===== src/sv/dtcrm_pkg.sv =====
package dtcrm_pkg;

    // Instruction codes carried in iot_op.
    typedef enum logic [2:0] {
        IOT_READ_A       = 3'd0,
        IOT_CLEAR_A      = 3'd1,
        IOT_LOAD_A       = 3'd2,
        IOT_CLEAR_LOAD_A = 3'd3,
        IOT_SKIP         = 3'd4,
        IOT_READ_B       = 3'd5,
        IOT_SKIP_READ_B  = 3'd6,
        IOT_LOAD_B       = 3'd7
    } t_iot_op;

    // Item kinds carried in cmd.
    localparam logic CMD_IOT  = 1'b0;
    localparam logic CMD_TICK = 1'b1;

    // Configuration register indexes.
    localparam logic CFG_DRIVE_LOADED    = 1'b0;
    localparam logic CFG_DRIVE_READ_ONLY = 1'b1;

    // Tape functions in status A bits 5..3.
    localparam logic [2:0] FN_MOVE   = 3'd0;
    localparam logic [2:0] FN_SEARCH = 3'd1;
    localparam logic [2:0] FN_READ   = 3'd2;
    localparam logic [2:0] FN_WRITE  = 3'd4;

    // Status bit masks.
    localparam logic [11:0] MASK_LOAD  = 12'o7774;
    localparam logic [11:0] MASK_BKEEP = 12'o7707;
    localparam logic [11:0] MASK_FIELD = 12'o0070;
    localparam logic [11:0] ST_ENDTAPE = 12'o5000;
    localparam logic [11:0] ST_SELERR  = 12'o4400;
    localparam logic [11:0] ST_INTREQ  = 12'o4001;
    localparam logic [11:0] ST_ERRBITS = 12'o7700;
    localparam logic [11:0] ST_DONE    = 12'o0001;
    localparam logic [11:0] MASK_12    = 12'o7777;

    localparam int unsigned BIT_REV  = 8;
    localparam int unsigned BIT_GO   = 7;
    localparam int unsigned BIT_CONT = 6;
    localparam int unsigned BIT_IENA = 2;

    typedef struct packed {
        logic        cmd;
        t_iot_op     iot_op;
        logic [11:0] ac_in;
        logic        link_in;
        logic [11:0] word_count_in;
    } t_in_item;

    typedef struct packed {
        logic [11:0] ac_out;
        logic        link_out;
        logic        skip;
        logic        irq;
        logic        block_valid;
        logic [10:0] block_number;
        logic [11:0] word_count_out;
        logic        done_res;
    } t_out_item;

    // Controller state held in flip-flops.
    typedef struct packed {
        logic [11:0] cmd_status;
        logic [11:0] err_status;
        logic        active;
    } t_ctl_state;

    // Mark distance for one step, indexed by the position within a block.
    function automatic logic [2:0] step_dist(input logic rev, input logic xfer,
                                             input logic [1:0] ph);
        logic [2:0] d;
        begin
            d = 3'd1;
            case ({rev, xfer, ph})
                4'b0000: d = 3'd1;
                4'b0001: d = 3'd4;
                4'b0010: d = 3'd3;
                4'b0011: d = 3'd2;
                4'b0100: d = 3'd2;
                4'b0101: d = 3'd1;
                4'b0110: d = 3'd4;
                4'b0111: d = 3'd3;
                4'b1000: d = 3'd2;
                4'b1001: d = 3'd3;
                4'b1010: d = 3'd4;
                4'b1011: d = 3'd1;
                4'b1100: d = 3'd3;
                4'b1101: d = 3'd4;
                4'b1110: d = 3'd1;
                4'b1111: d = 3'd2;
                default: d = 3'd1;
            endcase
            return d;
        end
    endfunction

endpackage


===== src/sv/dtcrm_pos_mem.sv =====
module dtcrm_pos_mem import dtcrm_pkg::*; #(
    parameter int unsigned DEPTH = 8,
    parameter int unsigned AW    = 3
) (
    input  logic          i_clk,
    input  logic          i_rst_n,
    input  logic          i_rd_en,
    input  logic [AW-1:0] i_rd_addr,
    output logic [12:0]   o_rd_data,
    input  logic          i_wr_en,
    input  logic [AW-1:0] i_wr_addr,
    input  logic [12:0]   i_wr_data
);

    logic [12:0]      r_mem [DEPTH];
    logic [DEPTH-1:0] r_written;
    logic [12:0]      r_rd_data;

    // Entry storage, no reset.
    always_ff @(posedge i_clk) begin
        if (i_wr_en) begin
            r_mem[i_wr_addr] <= i_wr_data;
        end
    end

    // Written flags; an entry never written reads as the start of tape.
    always_ff @(posedge i_clk) begin
        if (!i_rst_n) begin
            r_written <= '0;
        end else if (i_wr_en) begin
            r_written[i_wr_addr] <= 1'b1;
        end
    end

    // Registered read, with the same-cycle write forwarded to the reader.
    always_ff @(posedge i_clk) begin
        if (i_rd_en) begin
            if (i_wr_en && (i_wr_addr == i_rd_addr)) begin
                r_rd_data <= i_wr_data;
            end else if (r_written[i_rd_addr] && i_rst_n) begin
                r_rd_data <= r_mem[i_rd_addr];
            end else begin
                r_rd_data <= '0;
            end
        end
    end

    assign o_rd_data = r_rd_data;

endmodule


===== src/sv/dtcrm_exec.sv =====
module dtcrm_exec import dtcrm_pkg::*; #(
    parameter int unsigned BLOCKS_PER_TAPE = 1474,
    parameter int unsigned WORDS_PER_BLOCK = 129,
    parameter int unsigned NUM_DRIVES      = 8
) (
    input  t_in_item   i_item,
    input  t_ctl_state i_state,
    input  logic [12:0] i_pos,
    input  logic [7:0] i_drive_loaded,
    input  logic [7:0] i_drive_read_only,
    output t_ctl_state o_state,
    output t_out_item  o_item,
    output logic       o_pos_we,
    output logic [12:0] o_pos_wdata
);

    localparam logic [13:0] TAPE_END = 14'(BLOCKS_PER_TAPE * 4);
    localparam logic [12:0] WPB      = 13'(WORDS_PER_BLOCK);
    localparam logic [3:0]  NDRV     = 4'(NUM_DRIVES);

    logic [11:0] sa;
    logic [11:0] sb;
    logic        act;
    logic [11:0] ac;
    logic [11:0] wc;
    logic        skip;
    logic        bvalid;
    logic [10:0] bnum;
    logic        done;
    logic        hit;
    logic [2:0]  drv;
    logic [2:0]  fn;
    logic        xfer;
    logic        rev;
    logic        bad_sel;
    logic [2:0]  step_len;
    logic [13:0] fwd_pos;
    logic [12:0] new_pos;
    logic        eot;
    logic [12:0] left;
    logic [12:0] nwords;

    always_comb begin
        sa          = i_state.cmd_status;
        sb          = i_state.err_status;
        act         = i_state.active;
        ac          = i_item.ac_in;
        wc          = i_item.word_count_in;
        skip        = 1'b0;
        bvalid      = 1'b0;
        bnum        = '0;
        done        = 1'b0;
        hit         = |(i_state.err_status & ST_INTREQ);
        o_pos_we    = 1'b0;
        o_pos_wdata = i_pos;

        drv     = i_state.cmd_status[11:9];
        fn      = i_state.cmd_status[5:3];
        rev     = i_state.cmd_status[BIT_REV];
        xfer    = (fn >= FN_READ);
        bad_sel = ({1'b0, drv} >= NDRV) || !i_drive_loaded[drv]
                  || !((fn == FN_MOVE) || (fn == FN_SEARCH) || (fn == FN_READ)
                       || (fn == FN_WRITE))
                  || ((fn == FN_WRITE) && i_drive_read_only[drv]);

        // One mark group of tape motion, clamped at either end.
        step_len = step_dist(rev, xfer, i_pos[1:0]);
        fwd_pos  = {1'b0, i_pos} + {11'd0, step_len};
        eot      = 1'b0;
        if (rev) begin
            if (i_pos <= (xfer ? 13'd1 : 13'd2)) begin
                new_pos = '0;
                eot     = 1'b1;
            end else begin
                new_pos = i_pos - {10'd0, step_len};
            end
        end else if (fwd_pos >= TAPE_END) begin
            new_pos = 13'(TAPE_END - 14'd1);
            eot     = 1'b1;
        end else begin
            new_pos = fwd_pos[12:0];
        end

        // Words left before the count wraps; a count of zero leaves 4096.
        left   = 13'd4096 - {1'b0, i_item.word_count_in};
        nwords = (left < WPB) ? left : WPB;

        if (i_item.cmd == CMD_IOT) begin
            case (i_item.iot_op)
                IOT_READ_A: ac = ac | sa;
                IOT_CLEAR_A: begin
                    sa  = '0;
                    act = 1'b0;
                end
                IOT_LOAD_A, IOT_CLEAR_LOAD_A: begin
                    if (i_item.iot_op == IOT_CLEAR_LOAD_A) begin
                        sa = '0;
                    end
                    sa = sa ^ (ac & MASK_LOAD);
                    if (!ac[0]) begin
                        sb = sb & ~ST_DONE;
                    end
                    if (!ac[1]) begin
                        sb = sb & ~ST_ERRBITS;
                    end
                    act = sa[BIT_GO];
                    ac  = '0;
                end
                IOT_SKIP: skip = hit;
                IOT_READ_B: ac = ac | sb;
                IOT_SKIP_READ_B: begin
                    skip = hit;
                    ac   = ac | sb;
                end
                IOT_LOAD_B: begin
                    sb = (sb & MASK_BKEEP) | (ac & MASK_FIELD);
                    ac = '0;
                end
                default: ac = i_item.ac_in;
            endcase
        end else if (act) begin
            if (!sa[BIT_GO]) begin
                // Go bit dropped: the command ends quietly.
                act = 1'b0;
            end else if (bad_sel) begin
                sb   = sb | ST_SELERR;
                act  = 1'b0;
                done = 1'b1;
            end else begin
                o_pos_we    = 1'b1;
                o_pos_wdata = new_pos;
                if (eot) begin
                    sa[BIT_GO] = 1'b0;
                    sb   = sb | ST_ENDTAPE;
                    act  = 1'b0;
                    done = 1'b1;
                end else if (fn != FN_MOVE) begin
                    bvalid = 1'b1;
                    bnum   = new_pos[12:2];
                    if (fn == FN_SEARCH) begin
                        wc = wc + 12'd1;
                    end else begin
                        wc = wc + nwords[11:0];
                    end
                    if (!sa[BIT_CONT] || (wc == 12'd0)) begin
                        sb   = sb | ST_DONE;
                        act  = 1'b0;
                        done = 1'b1;
                    end
                end
            end
        end

        o_state.cmd_status = sa & MASK_12;
        o_state.err_status = sb;
        o_state.active     = act;

        o_item.ac_out         = ac;
        o_item.link_out       = i_item.link_in;
        o_item.skip           = skip;
        o_item.irq            = sa[BIT_IENA] && (|(sb & ST_INTREQ));
        o_item.block_valid    = bvalid;
        o_item.block_number   = bnum;
        o_item.word_count_out = wc;
        o_item.done_res       = done;
    end

endmodule


===== src/sv/dectape_controller_registers_motion_core.sv =====
// Channel   Direction  Handshake                      Beat
// input     in         i_in_valid / o_in_ready        i_in_item  (t_in_item)
// output    out        o_out_valid / i_out_ready      o_out_item (t_out_item)
// config    in         i_cfg_we (no wait)             i_cfg_idx, i_cfg_data
//
// One beat is accepted per cycle while the output is not stalled; its result is offered
// from the output register. The tape position table is read at the accepting edge; a
// write from the beat ahead is forwarded into that read.
// Synchronous active-low reset clears the status registers and marks every tape
// position as the start of tape.
// A stalled output holds one result while one more beat waits in execution.
module dectape_controller_registers_motion_core import dtcrm_pkg::*; #(
    parameter int unsigned BLOCKS_PER_TAPE = 1474,
    parameter int unsigned WORDS_PER_BLOCK = 129,
    parameter int unsigned NUM_DRIVES      = 8
) (
    input  logic      i_clk,
    input  logic      i_rst_n,
    input  logic      i_in_valid,
    output logic      o_in_ready,
    input  t_in_item  i_in_item,
    output logic      o_out_valid,
    input  logic      i_out_ready,
    output t_out_item o_out_item,
    input  logic      i_cfg_we,
    input  logic      i_cfg_idx,
    input  logic [7:0] i_cfg_data
);

    localparam int unsigned AW = (NUM_DRIVES > 1) ? $clog2(NUM_DRIVES) : 1;

    logic [7:0] r_drive_loaded;
    logic [7:0] r_drive_read_only;
    t_ctl_state r_state;
    t_ctl_state n_state;
    logic       r_ex_valid;
    t_in_item   r_ex_item;
    logic       r_out_valid;
    t_out_item  r_out_item;
    t_out_item  n_out_item;
    logic       ex_fire;
    logic       in_fire;
    logic [2:0] rd_drv;
    logic [12:0] pos_rd;
    logic       pos_we;
    logic [12:0] pos_wdata;

    // Handshake: execution moves when the output register is free or drained.
    assign ex_fire    = r_ex_valid && (!r_out_valid || i_out_ready);
    assign o_in_ready = !r_ex_valid || ex_fire;
    assign in_fire    = i_in_valid && o_in_ready;

    // The next beat reads the drive selected by the state it will execute under.
    assign rd_drv = ex_fire ? n_state.cmd_status[11:9] : r_state.cmd_status[11:9];

    // Configuration registers.
    always_ff @(posedge i_clk) begin
        if (!i_rst_n) begin
            r_drive_loaded    <= '0;
            r_drive_read_only <= '0;
        end else if (i_cfg_we) begin
            case (i_cfg_idx)
                CFG_DRIVE_LOADED:    r_drive_loaded    <= i_cfg_data;
                CFG_DRIVE_READ_ONLY: r_drive_read_only <= i_cfg_data;
                default:             r_drive_loaded    <= r_drive_loaded;
            endcase
        end
    end

    dtcrm_pos_mem #(
        .DEPTH (NUM_DRIVES),
        .AW    (AW)
    ) u_pos_mem (
        .i_clk     (i_clk),
        .i_rst_n   (i_rst_n),
        .i_rd_en   (in_fire),
        .i_rd_addr (rd_drv[AW-1:0]),
        .o_rd_data (pos_rd),
        .i_wr_en   (ex_fire && pos_we),
        .i_wr_addr (r_state.cmd_status[9+AW-1:9]),
        .i_wr_data (pos_wdata)
    );

    dtcrm_exec #(
        .BLOCKS_PER_TAPE (BLOCKS_PER_TAPE),
        .WORDS_PER_BLOCK (WORDS_PER_BLOCK),
        .NUM_DRIVES      (NUM_DRIVES)
    ) u_exec (
        .i_item            (r_ex_item),
        .i_state           (r_state),
        .i_pos             (pos_rd),
        .i_drive_loaded    (r_drive_loaded),
        .i_drive_read_only (r_drive_read_only),
        .o_state           (n_state),
        .o_item            (n_out_item),
        .o_pos_we          (pos_we),
        .o_pos_wdata       (pos_wdata)
    );

    // Controller state and pipeline valid bits.
    always_ff @(posedge i_clk) begin
        if (!i_rst_n) begin
            r_state     <= '0;
            r_ex_valid  <= 1'b0;
            r_out_valid <= 1'b0;
        end else begin
            if (ex_fire) begin
                r_state <= n_state;
            end
            if (in_fire) begin
                r_ex_valid <= 1'b1;
            end else if (ex_fire) begin
                r_ex_valid <= 1'b0;
            end
            if (ex_fire) begin
                r_out_valid <= 1'b1;
            end else if (i_out_ready) begin
                r_out_valid <= 1'b0;
            end
        end
    end

    // Payload registers.
    always_ff @(posedge i_clk) begin
        if (in_fire) begin
            r_ex_item <= i_in_item;
        end
        if (ex_fire) begin
            r_out_item <= n_out_item;
        end
    end

    assign o_out_valid = r_out_valid;
    assign o_out_item  = r_out_item;

endmodule


===== config.mk =====
export PLATFORM = sky130hd
export DESIGN_NAME = dectape_controller_registers_motion_core
export DESIGN_NICKNAME = d
export VERILOG_FILES = /design/src/sv/dtcrm_pkg.sv /design/src/sv/dtcrm_pos_mem.sv /design/src/sv/dtcrm_exec.sv /design/src/sv/dectape_controller_registers_motion_core.sv
export SDC_FILE = /design/constraint.sdc
export NUM_CORES = 1
export LEC_CHECK = 0
export BUFFER_PORTS_ARGS = -buffer_cell sky130_fd_sc_hd__buf_2
export CORE_UTILIZATION = 60
export DETAILED_ROUTE_END_ITERATION = 8
export GPL_ROUTABILITY_DRIVEN = 0
export PLACE_DENSITY = 0.79
export SETUP_SLACK_MARGIN = 0.3
export SYNTH_ARGS = -nofsm -noshare
export SYNTH_HDL_FRONTEND = slang
export SYNTH_SLANG_ARGS = --single-unit

===== constraint.sdc =====
create_clock -name i_clk -period 7.7 [get_ports i_clk]
set_input_delay 0.385 -clock i_clk [delete_from_list [all_inputs] [get_ports i_clk]]
set_output_delay 0.385 -clock i_clk [all_outputs]
set_load 0.02 [all_outputs]

==> impl_metrics.tcl <==
set metrics [dict create \
    die_x_um 141 \
    area_delta_synth_final_pct 11.4 \
    clock_latency_ps 530 \
    cts_hold_buf 0 \
    pwr-share-comb_pct 7.1 \
    die_h_um 141 \
    post_drt_via_cell_ratio 6.08 \
    drive_gt1_share_pct 17.7 \
    cts-htree-levels 1 \
    rsz0062_at_grt "no" \
    arrival_ps 5990 \
    cp.required_ps 8070 \
    critPathCaptureType "flop" \
    powerDensity_nw_per_um2 210 \
    ys_warn_count 0 \
    critPathMaxStageDelay_ps 550 \
    cts.path.max_buffers 3 \
    grt_usage_pct 24.9 \
    wl_per_cell_um 18.5 \
    postLayoutCellArea_um2 12900 \
    power_frac_seq_pct 52.8 \
    setup_viol 0 \
    grt_pass1_vias 7660 \
    worstSetupPathType "flop to flop" \
    min_period_over_period_pct 73.0 \
    cp_slowest_cell "or4b_1" \
    drtIter0Drc 575 \
    p_leak_nw 4.55 \
    dieArea_um2 19900 \
    drt_pre_antenna_iters 5 \
    grt_max_degree 52 \
    cts_setup_buffers 0 \
    synth_edf_count 186 \
    n_antenna_cell 0 \
    p_total_mw 2.72 \
    worst_hold_path_type "primary input to flop" \
    rows 50 \
    skew_ps 15.9 \
    fin_crit_ps 5620 \
    seq_area_frac_synth_pct 56.9 \
    clk_pin_slew_ps 60 \
    dp_hpwl_mm 15.7 \
    intPower_mw 2.10 \
    grt_overflow 0 \
    synth_cells 965 \
    p_sw_uw 615 \
    cp_cell_sequence "inv_1 -> ha_1 -> or4b_1 -> nor4_1 -> xor2_1 -> o31ai_1 -> nand2_1 -> a211o_1 -> a41oi_2 -> nand2_1 -> ha_1 -> fa_1 -> a21o_1 -> a221oi_1 -> o21ai_0 -> a21oi_1 -> xnor2_1 -> o31ai_1 -> nand2b_1 -> a21oi_1" \
    clock-sinks 237 \
    slew_headroom_pct 21.8 \
    p_sw_share_pct 22.7 \
    final-hold-violation-count 0 \
    ys_types 74 \
    io_pins 85 \
    numPortBuffers 84 \
    worstMarginPinSlew_ps 1170 \
    wl_mm 24.1 \
    most-common-layout-cells "186 x edfxtp_1, 93 x nand2_1, 84 x buf_2, 72 x o21ai_0, 53 x nor2_1" \
    p_clk_share_pct 40.1 \
    placed_area_um2 12200 \
    status "complete, no violations" \
    post-route-worst-setup-slack_ps 2080 \
    synthArstFlopShare_pct 0 \
    fmax_mhz 178 \
    ys.flop_type "edfxtp_1" \
    place_ws_ps 2090 \
    final_antenna_net_count 0 \
    cts_tree "yes" \
    setup_tns_ps 0 \
    peakVddDrop_mv 0.194 \
    timing.hold.ws_ps 24.4 \
    slew_violations 0 \
    synth.cell_area_um2 11600 \
    initial_utilization_pct 61.6 \
    drc_errors 0 \
    via_count 7941 \
    antenna_found_initial 0 \
    path_max_fanout 8 \
    root_buffer "clkbuf_16" \
    final_common_cell "edfxtp_1" \
    cts_buffers 25 \
    grt_first_pass_wirelength_mm 38.9 \
    cts_resized 0 \
    core_um2 18800 \
    critPathLaunchType "flop" \
    cap_violations 0 \
    nets 1097 \
    ys_ff_latch 237 \
    syn_avg_cell_area_um2 12.0 \
]
## cells in the mapped netlist, types with 12 or more instances
cell      instances  area, µm²
o22ai_1          13       81.3
o21ai_0          72        360
nand3_1          26        130
mux4_2           27        608
edfxtp_1        186       5590
a21boi_0         27        203
nor3_1           19       95.1
a21oi_1          38        190
nand2_1          94        353
dfxtp_1          51       1020
nor2_1           56        210
and2_1           18        113
nor2b_1          15       93.8
mux2i_1          41        410
ha_1             23        288
o21a_1           18        135
clkbuf_1         40        150
xnor2_1          22        193
inv_1            21       78.8
buf_2            12       60.1
## per-stage QoR
stage | cells | util, %
6_report | 1307 | 68.7
5_1_grt | 1307 | 68.7
4_1_cts | 1307 | 68.7
3_5_place_dp | 1261 | 64.8
3_3_place_gp | 1261 | 64.8
2_1_floorplan | 967 | -
## power groups by stage
stage / registers (mW) / clock network [mW] / logic (mW)
2_1_floorplan: 1.46 / 0 / 0.136
3_3_place_gp: 1.46 / 0 / 0.188
3_5_place_dp: 1.46 / 0 / 0.191
4_1_cts: 1.43 / 1.11 / 0.193
5_1_grt: 1.44 / 1.15 / 0.215
6_report: 1.43 / 1.09 / 0.193
## critical path, delay by kind of cell (launching register included)
family	cells	cell delay [ps]
xor gates and xnor gates	2	240
AOI/OAI and AO/OA	9	2400
and+or+nand+nor	5	1330
buffers and inverters	1	100
DFF	1	520
adders and majority gates	3	880
## layer usage
metal  GRT usage, %  routed length [µm]
met1           33.5               10400
met2           41.6               11700
met3           3.67                1430
met4           8.41                 611
met5              0                   0
## registers in the layout, indices dropped and copies added (netlist names)
register / cells
u_pos_mem.r_written: 8
o_out_item: 40
r_state: 25
u_pos_mem.o_rd_data: 13
u_pos_mem.r_mem: 104
r_ex_item: 29
o_out_valid: 1
r_drive_loaded: 8
r_drive_read_only: 8
r_ex_valid: 1
## cell families after synthesis
family | synth area share, %
and+or+nand+nor | 11.9
DFF | 56.9
AOI/OAI and AO/OA | 12.8
muxes | 10.2
buffers and inverters | 2.81
xor gates and xnor gates | 2.34
adders and majority gates | 3.00
other | 0.0323
## cell type report
class / count / area (µm²)
timing repair buffer: 91 / 473
fill: 1337 / 5890
tap: 260 / 325
sequential: 237 / 6610
clock buffer: 42 / 699
inverter: 21 / 78.8
clock inverter: 4 / 33.8
multi-input combinational: 652 / 4720
## path summary, 6_finish.rpt
path	start	end	slack, ps	cells after the start
setup / recovery	r_ex_item[1]$_DFFE_PP_	o_out_item[25]$_DFFE_PP_	2080	20
hold / removal	i_in_item[26]	r_ex_item[26]$_DFFE_PP_	20	1
setup reg to reg	r_ex_item[1]$_DFFE_PP_	o_out_item[25]$_DFFE_PP_	2080	20
hold reg to reg	r_ex_item[12]$_DFFE_PP_	o_out_item[27]$_DFFE_PP_	430	0
No activity file was read; power rests on OpenSTA's default activity.
